### config.mk
export PLATFORM = sky130hd
export DESIGN_NAME = adc_noise_statistics
export DESIGN_NICKNAME = d
export VERILOG_FILES = /design/src/rtl/core/ans_pkg.sv /design/src/rtl/core/ans_ctrl.sv /design/src/rtl/core/ans_datapath.sv /design/src/rtl/core/adc_noise_statistics.sv
export VERILOG_INCLUDE_DIRS = /design/src /design/src/rtl/core
export SDC_FILE = /design/constraint.sdc
export NUM_CORES = 2
export LEC_CHECK = 0
export BUFFER_PORTS_ARGS = -buffer_cell sky130_fd_sc_hd__buf_2
export CORE_ASPECT_RATIO = 0.9
export CORE_UTILIZATION = 60
export DETAILED_ROUTE_END_ITERATION = 7
export PLACE_DENSITY = 0.82
export SETUP_SLACK_MARGIN = 0.05
export SLEW_MARGIN = 20
export SYNTH_ARGS = -nofsm -noshare
export SYNTH_HDL_FRONTEND = slang
export SYNTH_SLANG_ARGS = --single-unit
### constraint.sdc
create_clock -name clk_i -period 15.2 [get_ports clk_i]
set_input_delay 3.04 -clock clk_i [delete_from_list [all_inputs] [get_ports clk_i]]
set_output_delay 3.04 -clock clk_i [all_outputs]
set_load 0.05 [all_outputs]
### src/rtl/core/adc_noise_statistics_defines.svh
// Assertion macros shared by the converter noise statistics RTL.
// No dependencies; included by the modules that carry assertions.
`ifndef ADC_NOISE_STATISTICS_DEFINES_SVH
`define ADC_NOISE_STATISTICS_DEFINES_SVH

// Same-cycle implication, disabled while reset is asserted.
`define ANS_ASSERT_SAME(lbl, clk, rst_n, ante, cons, msg) \
  lbl: assert property (@(posedge clk) disable iff (!rst_n) (ante) |-> (cons)) else $error(msg);

// Next-cycle implication, disabled while reset is asserted.
`define ANS_ASSERT_NEXT(lbl, clk, rst_n, ante, cons, msg) \
  lbl: assert property (@(posedge clk) disable iff (!rst_n) (ante) |=> (cons)) else $error(msg);

`endif

### src/rtl/core/ans_pkg.sv
// Shared types, constants and width helpers for the converter noise statistics block.
// No dependencies.
`default_nettype none

package ans_pkg;

  localparam int unsigned CODE_BITS_DEF  = 24;
  localparam int unsigned MAX_WINDOW_DEF = 4096;

  localparam int unsigned CFG_IDX_W  = 2;
  localparam int unsigned CFG_DATA_W = 16;
  localparam int unsigned STATUS_W   = 8;
  localparam int unsigned IN_CODE_W  = 24;
  localparam int unsigned CNT_W      = 32;
  localparam int unsigned WCOUNT_W   = 13;
  localparam int unsigned OUT_CODE_W = 24;
  localparam int unsigned FIX_W      = 32;
  localparam int unsigned QUO_W      = 64;
  localparam int unsigned ROOT_ITERS = 32;
  localparam int unsigned FRAC_BITS  = 8;

  localparam int unsigned READY_BIT = 7;   // active-low converter ready
  localparam logic [3:0]  EXP_CH_RST = 4'd3;
  localparam logic [15:0] SETTLE_RST = 16'd256;
  localparam logic [12:0] WINDOW_RST = 13'd2048;
  localparam logic [CNT_W-1:0] CNT_SAT = '1;

  typedef enum logic [CFG_IDX_W-1:0] {
    CFG_EXP_CH = 2'd0,
    CFG_SETTLE = 2'd1,
    CFG_WINDOW = 2'd2
  } cfg_reg_e;

  typedef enum logic [3:0] {
    OP_NOP    = 4'd0,
    OP_LOAD   = 4'd1,
    OP_UPDATE = 4'd2,
    OP_MULA   = 4'd3,
    OP_MULB   = 4'd4,
    OP_PREP   = 4'd5,
    OP_MDIV   = 4'd6,
    OP_SDIV   = 4'd7,
    OP_SQRT   = 4'd8,
    OP_FIN    = 4'd9,
    OP_EMIT   = 4'd10
  } dp_op_e;

  typedef struct packed {
    dp_op_e op;
    logic   first;   // first cycle of a multi-cycle phase: load operands
  } ans_cmd_t;

  typedef struct packed {
    logic fin_req;   // current item completes the window
  } ans_stat_t;

  // Result beat payload, last field in the lowest bits.
  typedef struct packed {
    logic [2:0]            pad;
    logic [FIX_W-1:0]      std_code;
    logic [FIX_W-1:0]      mean_code;
    logic [OUT_CODE_W-1:0] peak_to_peak;
    logic [OUT_CODE_W-1:0] code_max;
    logic [OUT_CODE_W-1:0] code_min;
    logic [WCOUNT_W-1:0]   window_count;
    logic [CNT_W-1:0]      valid_total;
    logic [CNT_W-1:0]      error_total;
  } ans_result_t;

  function automatic int unsigned ans_win_w(int unsigned max_window);
    return $clog2(max_window + 1);
  endfunction

  function automatic int unsigned ans_sum_w(int unsigned code_bits, int unsigned max_window);
    return code_bits + ans_win_w(max_window);
  endfunction

  // n*Q - S*S shifted left by 16
  function automatic int unsigned ans_dvd_w(int unsigned code_bits, int unsigned max_window);
    return 2 * ans_sum_w(code_bits, max_window) + 16;
  endfunction

endpackage

`default_nettype wire

### src/rtl/core/ans_ctrl.sv
// Sequencer for the noise statistics block: handshakes and finalization phases.
// Depends on ans_pkg and adc_noise_statistics_defines.svh.
`default_nettype none
`include "adc_noise_statistics_defines.svh"

module ans_ctrl import ans_pkg::*; #(
  parameter int unsigned CODE_BITS  = CODE_BITS_DEF,
  parameter int unsigned MAX_WINDOW = MAX_WINDOW_DEF
) (
  input  wire logic      clk_i,
  input  wire logic      rst_ni,
  input  wire logic      in_valid_i,
  output logic           in_ready_o,
  output logic           out_valid_o,
  input  wire logic      out_ready_i,
  input  wire ans_stat_t stat_i,
  output ans_cmd_t       cmd_o
);

  localparam int unsigned MULA_LEN = ans_win_w(MAX_WINDOW);
  localparam int unsigned MULB_LEN = ans_sum_w(CODE_BITS, MAX_WINDOW);
  localparam int unsigned DIV_LEN  = ans_dvd_w(CODE_BITS, MAX_WINDOW);
  localparam int unsigned PH_W     = $clog2(DIV_LEN + 1);

  typedef enum logic [9:0] {
    ST_IDLE = 10'b0000000001,
    ST_STEP = 10'b0000000010,
    ST_MULA = 10'b0000000100,
    ST_MULB = 10'b0000001000,
    ST_PREP = 10'b0000010000,
    ST_MDIV = 10'b0000100000,
    ST_SDIV = 10'b0001000000,
    ST_SQRT = 10'b0010000000,
    ST_FIN  = 10'b0100000000,
    ST_EMIT = 10'b1000000000
  } state_e;

  state_e          state_q, state_d;
  logic [PH_W-1:0] cnt_q, cnt_d;
  logic            out_valid_q, out_valid_d;

  // run a phase of len steps after its load step
  function automatic logic ph_last(logic [PH_W-1:0] c, int unsigned len);
    return c == PH_W'(len);
  endfunction

  always_comb begin
    state_d     = state_q;
    cnt_d       = cnt_q;
    out_valid_d = out_valid_q && !out_ready_i;
    cmd_o.op    = OP_NOP;
    cmd_o.first = (cnt_q == '0);
    case (state_q)
      ST_IDLE: begin
        if (in_valid_i) begin
          cmd_o.op = OP_LOAD;
          state_d  = ST_STEP;
        end
      end
      ST_STEP: begin
        cmd_o.op = OP_UPDATE;
        cnt_d    = '0;
        state_d  = stat_i.fin_req ? ST_MULA : ST_EMIT;
      end
      ST_MULA: begin
        cmd_o.op = OP_MULA;
        if (ph_last(cnt_q, MULA_LEN)) begin
          cnt_d   = '0;
          state_d = ST_MULB;
        end else begin
          cnt_d = cnt_q + 1'b1;
        end
      end
      ST_MULB: begin
        cmd_o.op = OP_MULB;
        if (ph_last(cnt_q, MULB_LEN)) begin
          cnt_d   = '0;
          state_d = ST_PREP;
        end else begin
          cnt_d = cnt_q + 1'b1;
        end
      end
      ST_PREP: begin
        cmd_o.op = OP_PREP;
        state_d  = ST_MDIV;
      end
      ST_MDIV: begin
        cmd_o.op = OP_MDIV;
        if (ph_last(cnt_q, DIV_LEN)) begin
          cnt_d   = '0;
          state_d = ST_SDIV;
        end else begin
          cnt_d = cnt_q + 1'b1;
        end
      end
      ST_SDIV: begin
        cmd_o.op = OP_SDIV;
        if (ph_last(cnt_q, DIV_LEN)) begin
          cnt_d   = '0;
          state_d = ST_SQRT;
        end else begin
          cnt_d = cnt_q + 1'b1;
        end
      end
      ST_SQRT: begin
        cmd_o.op = OP_SQRT;
        if (ph_last(cnt_q, ROOT_ITERS)) begin
          cnt_d   = '0;
          state_d = ST_FIN;
        end else begin
          cnt_d = cnt_q + 1'b1;
        end
      end
      ST_FIN: begin
        cmd_o.op = OP_FIN;
        state_d  = ST_EMIT;
      end
      ST_EMIT: begin
        if (!out_valid_q || out_ready_i) begin
          cmd_o.op    = OP_EMIT;
          out_valid_d = 1'b1;
          state_d     = ST_IDLE;
        end
      end
      default: begin
        state_d = ST_IDLE;
        cnt_d   = '0;
      end
    endcase
  end

  always_ff @(posedge clk_i or negedge rst_ni) begin
    if (!rst_ni) begin
      state_q     <= ST_IDLE;
      cnt_q       <= '0;
      out_valid_q <= 1'b0;
    end else begin
      state_q     <= state_d;
      cnt_q       <= cnt_d;
      out_valid_q <= out_valid_d;
    end
  end

  assign in_ready_o  = (state_q == ST_IDLE);
  assign out_valid_o = out_valid_q;

  `ANS_ASSERT_NEXT(a_accept_step, clk_i, rst_ni, in_valid_i && in_ready_o, state_q == ST_STEP, "accepted beat not processed")
  `ANS_ASSERT_NEXT(a_fin_emit, clk_i, rst_ni, state_q == ST_FIN, state_q == ST_EMIT, "final statistics not emitted")
  `ANS_ASSERT_NEXT(a_phase_clr, clk_i, rst_ni, state_q == ST_STEP, cnt_q == '0, "phase counter not cleared")
  `ANS_ASSERT_SAME(a_idle_cnt, clk_i, rst_ni, state_q == ST_IDLE, cnt_q == '0, "phase counter busy in idle")

endmodule

`default_nettype wire

### src/rtl/core/ans_datapath.sv
// Datapath: config registers, window accumulators, shift-add multiplier,
// restoring divider and bitwise square root. Depends on ans_pkg.
`default_nettype none

module ans_datapath import ans_pkg::*; #(
  parameter int unsigned CODE_BITS  = CODE_BITS_DEF,
  parameter int unsigned MAX_WINDOW = MAX_WINDOW_DEF
) (
  input  wire logic                  clk_i,
  input  wire logic                  rst_ni,
  input  wire logic                  cfg_we_i,
  input  wire logic [CFG_IDX_W-1:0]  cfg_index_i,
  input  wire logic [CFG_DATA_W-1:0] cfg_data_i,
  input  wire logic                  rd_err_i,
  input  wire logic [STATUS_W-1:0]   status_i,
  input  wire logic [IN_CODE_W-1:0]  code_i,
  input  wire ans_cmd_t              cmd_i,
  output ans_stat_t                  stat_o,
  output ans_result_t                res_o,
  output logic                       done_o
);

  localparam int unsigned NW     = ans_win_w(MAX_WINDOW);
  localparam int unsigned SUM_W  = ans_sum_w(CODE_BITS, MAX_WINDOW);
  localparam int unsigned SQ_W   = 2 * CODE_BITS + NW;
  localparam int unsigned PROD_W = 2 * SUM_W;
  localparam int unsigned DVD_W  = ans_dvd_w(CODE_BITS, MAX_WINDOW);
  localparam int unsigned DVSR_W = 2 * NW;

  // configuration
  logic [3:0]  exp_ch_q;
  logic [12:0] window_q;

  // captured beat
  logic                 rd_err_q;
  logic [STATUS_W-1:0]  status_q;
  logic [CODE_BITS-1:0] code_q;

  // window state
  logic                 fin_q;
  logic [CNT_W-1:0]     err_cnt_q, val_cnt_q;
  logic [15:0]          skip_q;
  logic [NW-1:0]        acc_cnt_q;
  logic [CODE_BITS-1:0] min_q, max_q;
  logic [SUM_W-1:0]     sum_q;
  logic [SQ_W-1:0]      sq_q;
  logic [FIX_W-1:0]     mean_q, std_q;

  // finalization units
  logic [PROD_W-1:0] mul_acc_q, mul_cand_q, a_q;
  logic [SUM_W-1:0]  mul_plier_q;
  logic [DVD_W-1:0]  dv_q, div_dvd_q;
  logic [DVSR_W-1:0] dvsr_q, div_d_q, div_rem_q;
  logic [QUO_W-1:0]  div_quo_q;
  logic [63:0]       rt_v_q, rt_res_q, rt_bit_q;

  ans_result_t res_q;
  logic        done_q;

  // item classification
  logic               ready_n, is_err, is_rdy, take;
  logic [NW:0]        cnt_inc, target;
  logic [12:0]        tgt13;
  logic [2*CODE_BITS-1:0] code_sq;
  logic [DVSR_W:0]    trial;
  logic               div_ge;
  logic [63:0]        rt_trial;
  ans_result_t        res_d;

  assign ready_n = status_q[READY_BIT];
  assign is_err  = rd_err_q || (!ready_n && (status_q[3:0] != exp_ch_q));
  assign is_rdy  = !is_err && !ready_n;
  assign take    = is_rdy && (skip_q == '0);
  assign cnt_inc = {1'b0, acc_cnt_q} + 1'b1;
  assign code_sq = code_q * code_q;

  always_comb begin
    if (window_q < 13'd2) begin
      tgt13 = 13'd2;
    end else if (window_q > 13'(MAX_WINDOW)) begin
      tgt13 = 13'(MAX_WINDOW);
    end else begin
      tgt13 = window_q;
    end
  end
  assign target = (NW+1)'(tgt13);

  assign stat_o.fin_req = !fin_q && take && (cnt_inc >= target);

  // config and window state
  always_ff @(posedge clk_i or negedge rst_ni) begin
    if (!rst_ni) begin
      exp_ch_q  <= EXP_CH_RST;
      window_q  <= WINDOW_RST;
      fin_q     <= 1'b0;
      err_cnt_q <= '0;
      val_cnt_q <= '0;
      skip_q    <= SETTLE_RST;
      acc_cnt_q <= '0;
      min_q     <= '1;
      max_q     <= '0;
      sum_q     <= '0;
      sq_q      <= '0;
      mean_q    <= '0;
      std_q     <= '0;
    end else begin
      if (cfg_we_i) begin
        case (cfg_reg_e'(cfg_index_i))
          CFG_EXP_CH: exp_ch_q <= cfg_data_i[3:0];
          CFG_SETTLE: skip_q <= cfg_data_i;
          CFG_WINDOW: window_q <= cfg_data_i[12:0];
          default: ;
        endcase
      end
      if (cmd_i.op == OP_UPDATE && !fin_q) begin
        if (is_err) begin
          if (err_cnt_q != CNT_SAT) err_cnt_q <= err_cnt_q + 1'b1;
        end else if (!ready_n) begin
          if (val_cnt_q != CNT_SAT) val_cnt_q <= val_cnt_q + 1'b1;
          if (skip_q != '0) begin
            skip_q <= skip_q - 1'b1;
          end else begin
            if (code_q < min_q) min_q <= code_q;
            if (code_q > max_q) max_q <= code_q;
            sum_q     <= sum_q + SUM_W'(code_q);
            sq_q      <= sq_q + SQ_W'(code_sq);
            acc_cnt_q <= cnt_inc[NW-1:0];
          end
        end
      end
      if (cmd_i.op == OP_SDIV && cmd_i.first) mean_q <= div_quo_q[FIX_W-1:0];
      if (cmd_i.op == OP_FIN) begin
        std_q <= rt_res_q[FIX_W-1:0];
        fin_q <= 1'b1;
      end
    end
  end

  // captured beat
  always_ff @(posedge clk_i) begin
    if (cmd_i.op == OP_LOAD) begin
      rd_err_q <= rd_err_i;
      status_q <= status_i;
      code_q   <= code_i[CODE_BITS-1:0];
    end
  end

  // shift-add multiplier: n*Q, then S*S
  always_ff @(posedge clk_i) begin
    case (cmd_i.op)
      OP_MULA, OP_MULB: begin
        if (cmd_i.first) begin
          mul_acc_q <= '0;
          if (cmd_i.op == OP_MULA) begin
            mul_cand_q  <= PROD_W'(sq_q);
            mul_plier_q <= SUM_W'(acc_cnt_q);
          end else begin
            a_q         <= mul_acc_q;
            mul_cand_q  <= PROD_W'(sum_q);
            mul_plier_q <= sum_q;
          end
        end else begin
          if (mul_plier_q[0]) mul_acc_q <= mul_acc_q + mul_cand_q;
          mul_cand_q  <= {mul_cand_q[PROD_W-2:0], 1'b0};
          mul_plier_q <= {1'b0, mul_plier_q[SUM_W-1:1]};
        end
      end
      OP_PREP: begin
        dv_q   <= (a_q >= mul_acc_q) ? {a_q - mul_acc_q, 16'h0000} : '0;
        dvsr_q <= DVSR_W'(acc_cnt_q) * DVSR_W'(acc_cnt_q - NW'(1));
      end
      default: ;
    endcase
  end

  // restoring divider, one quotient bit per cycle
  assign trial  = {div_rem_q, div_dvd_q[DVD_W-1]};
  assign div_ge = trial >= {1'b0, div_d_q};

  always_ff @(posedge clk_i) begin
    if (cmd_i.op == OP_MDIV || cmd_i.op == OP_SDIV) begin
      if (cmd_i.first) begin
        div_rem_q <= '0;
        div_quo_q <= '0;
        if (cmd_i.op == OP_MDIV) begin
          div_dvd_q <= DVD_W'({sum_q, {FRAC_BITS{1'b0}}});
          div_d_q   <= DVSR_W'(acc_cnt_q);
        end else begin
          div_dvd_q <= dv_q;
          div_d_q   <= dvsr_q;
        end
      end else begin
        div_rem_q <= div_ge ? DVSR_W'(trial - {1'b0, div_d_q}) : DVSR_W'(trial);
        div_dvd_q <= {div_dvd_q[DVD_W-2:0], 1'b0};
        div_quo_q <= {div_quo_q[QUO_W-2:0], div_ge};
      end
    end
  end

  // bitwise integer square root, two radicand bits per cycle
  assign rt_trial = rt_res_q + rt_bit_q;

  always_ff @(posedge clk_i) begin
    if (cmd_i.op == OP_SQRT) begin
      if (cmd_i.first) begin
        rt_v_q   <= div_quo_q;
        rt_res_q <= '0;
        rt_bit_q <= 64'h4000_0000_0000_0000;
      end else begin
        if (rt_v_q >= rt_trial) begin
          rt_v_q   <= rt_v_q - rt_trial;
          rt_res_q <= {1'b0, rt_res_q[63:1]} + rt_bit_q;
        end else begin
          rt_res_q <= {1'b0, rt_res_q[63:1]};
        end
        rt_bit_q <= {2'b00, rt_bit_q[63:2]};
      end
    end
  end

  // result beat
  always_comb begin
    res_d.pad          = '0;
    res_d.error_total  = err_cnt_q;
    res_d.valid_total  = val_cnt_q;
    res_d.window_count = WCOUNT_W'(acc_cnt_q);
    res_d.code_min     = OUT_CODE_W'(min_q);
    res_d.code_max     = OUT_CODE_W'(max_q);
    res_d.peak_to_peak = (fin_q && max_q >= min_q) ? OUT_CODE_W'(max_q - min_q) : '0;
    res_d.mean_code    = mean_q;
    res_d.std_code     = std_q;
  end

  always_ff @(posedge clk_i) begin
    if (cmd_i.op == OP_EMIT) begin
      res_q  <= res_d;
      done_q <= fin_q;
    end
  end

  assign res_o  = res_q;
  assign done_o = done_q;

endmodule

`default_nettype wire

### src/rtl/core/adc_noise_statistics.sv
// Converter noise statistics over a window: top level, sequencer plus datapath.
// Depends on ans_pkg, ans_ctrl and ans_datapath.
//
// Usage:
//  - Slave stream: one converter poll per beat. tdata carries the status byte
//    and the 24-bit code, tuser the read-error flag.
//  - Master stream: one result beat per accepted poll, carrying the counters,
//    min/max, peak-to-peak and the 24.8 mean and sample std; tuser is done.
//  - Config channel: index 0 expected channel, 1 settle skip (also reloads the
//    skip counter), 2 window length; always ready, write only while idle.
//  - Timing: a poll is taken in idle, updates state the next cycle and the
//    result is then loaded into the output register once that register is
//    free. The poll that fills the window runs finalization first: shift-add
//    n*Q and S*S, one prep step, two restoring divides and a bitwise square
//    root.
//  - A stalled receiver holds the result register; the next poll is still
//    accepted and processed, and waits only when its result is ready.
//  - Reset restores register defaults (channel 3, skip 256, window 2048) and
//    clears all statistics; after done every poll leaves state unchanged.
`default_nettype none

module adc_noise_statistics import ans_pkg::*; #(
  parameter int unsigned CODE_BITS  = CODE_BITS_DEF,
  parameter int unsigned MAX_WINDOW = MAX_WINDOW_DEF
) (
  input  wire logic                  clk_i,
  input  wire logic                  rst_ni,
  // poll stream
  input  wire logic                  s_axis_tvalid_i,
  output logic                       s_axis_tready_o,
  input  wire logic [31:0]           s_axis_tdata_i,   // [7:0] status_byte, [31:8] sample_code
  input  wire logic [0:0]            s_axis_tuser_i,   // [0] read_error
  // result stream
  output logic                       m_axis_tvalid_o,
  input  wire logic                  m_axis_tready_i,
  output logic [215:0]               m_axis_tdata_o,   // [31:0] error_total,
                                                       // [63:32] valid_total,
                                                       // [76:64] window_count,
                                                       // [100:77] code_min,
                                                       // [124:101] code_max,
                                                       // [148:125] peak_to_peak,
                                                       // [180:149] mean_code,
                                                       // [212:181] std_code, rest zero
  output logic [0:0]                 m_axis_tuser_o,   // [0] done_res
  // configuration writes
  input  wire logic                  cfg_valid_i,
  output logic                       cfg_ready_o,
  input  wire logic [CFG_IDX_W-1:0]  cfg_index_i,
  input  wire logic [CFG_DATA_W-1:0] cfg_data_i
);

  ans_cmd_t    cmd;
  ans_stat_t   stat;
  ans_result_t res;
  logic        done;

  assign cfg_ready_o = 1'b1;

  ans_ctrl #(
    .CODE_BITS (CODE_BITS),
    .MAX_WINDOW(MAX_WINDOW)
  ) u_ctrl (
    .clk_i      (clk_i),
    .rst_ni     (rst_ni),
    .in_valid_i (s_axis_tvalid_i),
    .in_ready_o (s_axis_tready_o),
    .out_valid_o(m_axis_tvalid_o),
    .out_ready_i(m_axis_tready_i),
    .stat_i     (stat),
    .cmd_o      (cmd)
  );

  ans_datapath #(
    .CODE_BITS (CODE_BITS),
    .MAX_WINDOW(MAX_WINDOW)
  ) u_datapath (
    .clk_i      (clk_i),
    .rst_ni     (rst_ni),
    .cfg_we_i   (cfg_valid_i),
    .cfg_index_i(cfg_index_i),
    .cfg_data_i (cfg_data_i),
    .rd_err_i   (s_axis_tuser_i[0]),
    .status_i   (s_axis_tdata_i[7:0]),
    .code_i     (s_axis_tdata_i[31:8]),
    .cmd_i      (cmd),
    .stat_o     (stat),
    .res_o      (res),
    .done_o     (done)
  );

  assign m_axis_tdata_o = res;
  assign m_axis_tuser_o = done;

endmodule

`default_nettype wire
==> impl_metrics.json <==
{
  "grt_pass1_wl_microns": 376000,
  "htree_levels": 4,
  "wl_microns": 232000,
  "port_buffers": 268,
  "synthTopCellsByArea": "edfxtp_1, fa_1, ha_1",
  "min_period_over_period_pct": 57.2,
  "seq_area_frac_synth_pct": 39.0,
  "post_cts_resized": 0,
  "synthFlopType": "edfxtp_1",
  "yosys.area.top_type": "edfxtp_1",
  "worst_ep_required_time_ns": 15.86,
  "tns_ns": 0,
  "setup_viol": 0,
  "syn_avg_cell_area_sq_um": 10.2,
  "vias": 70300,
  "async_flop_share_pct": 26.1,
  "slowest_delay_ns": 0.57,
  "synth_warnings": 0,
  "hp-class": "flip-flop to flip-flop",
  "tightest_slew_ns": 1.12,
  "final_common_cell": "inv_1",
  "yosysUniqueCellTypes": 101,
  "crit_family": "adder cells",
  "synth_top_area_share_pct": 30.1,
  "cts_tree": "yes",
  "nets": 10900,
  "path_clk_slew_ns": 0.06,
  "yosys.area_share.simple_pct": 14.0,
  "cp_num_cells": 26,
  "area_growth_pct": 8.50,
  "crit_buf_inv": 6,
  "die_h_microns": 381,
  "post_cts_buffers": 0,
  "slew_violations": 0,
  "die_area_sq_um": 161000,
  "syn_area_sq_um": 95800,
  "drive_above_1_share_pct": 8.46,
  "grt_pass1_vias": 71000,
  "grt_max_degree": 184,
  "grtUsageTotal_pct": 28.9,
  "final_cell_mix": "inv_1, nand2_1, edfxtp_1",
  "cts_inserted_buffers": 140,
  "crit_top_cell": "fa_1",
  "synthAdderAreaFrac_pct": 22.0,
  "clock_sinks": 1299,
  "core_sq_um": 158000,
  "io_pins": 276,
  "detail-route-antenna-nets": 0,
  "synthMuxAreaShare_pct": 2.92,
  "start_util_pct": 60.7,
  "drt-pass1-iter-count": 8,
  "grt-ovfl-total": 0,
  "maxSlewHeadroom_pct": 25.5,
  "clk-insertion-delay-late_ns": 0.80,
  "via_per_inst": 5.97,
  "fin_crit_ns": 8.70,
  "finClkSkew_ns": 0.0418,
  "cp-end-kind": "flip-flop",
  "cp-start-kind": "flip-flop",
  "cts_hold_buf": 0,
  "fin_util_pct": 65.9,
  "synth_edf_count": 960,
  "run_status": "complete, but fails checks",
  "synthXorXnorAreaFrac_pct": 4.68,
  "clk_path_buf_depth": 3,
  "rows": 138,
  "rr_worst_depth": 26,
  "synth-compound-area-share_pct": 11.5,
  "cts-root-buf": "clkbuf_16",
  "synth_cells": 9400,
  "gp_congestion": 0.943,
  "finalHoldViolCount": 0,
  "die_x_microns": 423,
  "place_hpwl_microns": 170000,
  "post_drt_wl_per_cell_microns": 19.7,
  "violations": "DRC",
  "rsz0062_at_grt": "false",
  "first_iter_violations": 6431,
  "worstPathArrival_ns": 9.36,
  "crit_slowest_cell": "fa_1",
  "synth-seq-cells": 1299,
  "hold_ws_ns": 0.442,
  "synth_top_family_by_area": "adder cells",
  "drc": 2,
  "cap_violations": 0,
  "antenna_found_initial": 2,
  "fmax_mhz": 115,
  "whs_path_depth": 0,
  "path_max_fanout": 24,
  "worstSetupPathType": "flip-flop to flip-flop"
}
==> registers in the layout (all words and copies together) (netlist names), 16 cells and up <==
signal                  count
u_datapath.min_q           24
u_datapath.dvsr_q          25
u_datapath.div_rem_q       26
u_datapath.div_d_q         26
u_datapath.mul_cand_q      74
u_datapath.sq_q            61
u_datapath.skip_q          16
u_datapath.mean_q          32
u_datapath.div_dvd_q       82
u_datapath.code_q          24
u_datapath.mul_plier_q     37
u_datapath.rt_res_q        64
u_datapath.rt_v_q          64
u_datapath.dv_q            74
u_datapath.sum_q           37
u_datapath.a_q             74
u_datapath.std_q           32
u_datapath.max_q           24
u_datapath.div_quo_q       64
u_datapath.err_cnt_q       32
u_datapath.mul_acc_q       74
u_datapath.val_cnt_q       32
u_datapath.res_o          213
u_datapath.rt_bit_q        32
==> final timing paths <==
path / start / to / slack [ns]
setup / recovery: u_datapath.code_q[1] / u_datapath.sq_q[56] / 6.50
max in group asynchronous: rst_ni / u_datapath.max_q[22] / 10.81
min in group asynchronous: rst_ni / u_datapath.err_cnt_q[7] / 2.27
hold reg to reg: u_datapath.mean_q[23] / u_datapath.res_o[172] / 0.44
setup reg to reg: u_datapath.code_q[1] / u_datapath.sq_q[56] / 6.50
hold / removal: u_datapath.mean_q[23] / u_datapath.res_o[172] / 0.44
==> through the flow <==
stage          std cells  setup WS, ns  instance area, sq um
2_1_floorplan       9428          1.01                 95900
3_3_place_gp       11500          6.83                 99100
3_5_place_dp       11500          6.75                 99100
4_1_cts            11800          6.65                104000
5_1_grt            11800          6.29                104000
6_report           11800          6.50                104000
==> worst reg2reg max path: cells and delay by family, from the launching register on <==
kind | cells | cell delay, ns
flip-flops | 1 | 0.33
AO/OA/AOI/OAI | 7 | 2.29
adder cells (fa/ha/maj) | 8 | 3.93
XOR/XNOR | 1 | 0.17
AND/OR/NAND/NOR | 4 | 0.82
buffers and inverters | 6 | 1.01
==> metal layers <==
layer / track usage (%) / up-vias / share of wire (%)
li1: - / 32500 / -
met1: 39.4 / 34400 / 42
met2: 46.7 / 2833 / 47
met3: 4.69 / 569 / 7.7
met4: 10.3 / 0 / 3.6
met5: 0 / - / 0
==> logic make-up (layout without fill, tap and decap cells) <==
logic type,Yosys count,after routing
AOI/OAI and AO/OA,1755,1755
xor gates and xnor gates,512,512
adders and majority gates,1301,1301
buffers and inverters,1479,1721
DFF,1299,1299
muxes,264,264
other,2,35
and+or+nand+nor,2788,2788
==> layout make-up <==
type | count | area, sq um
fillers | 11800 | 53900
well taps | 2100 | 2630
repair buffers | 339 | 1920
clock inverters | 85 | 1050
multi-input cells | 6650 | 53100
clock buffers | 175 | 3720
diodes | 5 | 12.5
inverters | 1122 | 4230
flip-flops and latches | 1299 | 37300
==> cell usage after synthesis, types with 137 or more instances <==
library cell	n
a21oi_1	501
ha_1	659
nand2_1	993
nand2b_1	175
nor2_1	553
xor2_1	212
xnor2_1	300
nand3_1	196
edfxtp_1	960
mux2i_1	137
a21o_1	233
o21ai_0	421
inv_1	1119
dfrtp_1	310
fa_1	642
and2_1	277
clkbuf_1	308
Power is not shown: default switching activity piles up to over one toggle a cycle in this logic, so the estimate is an artifact.
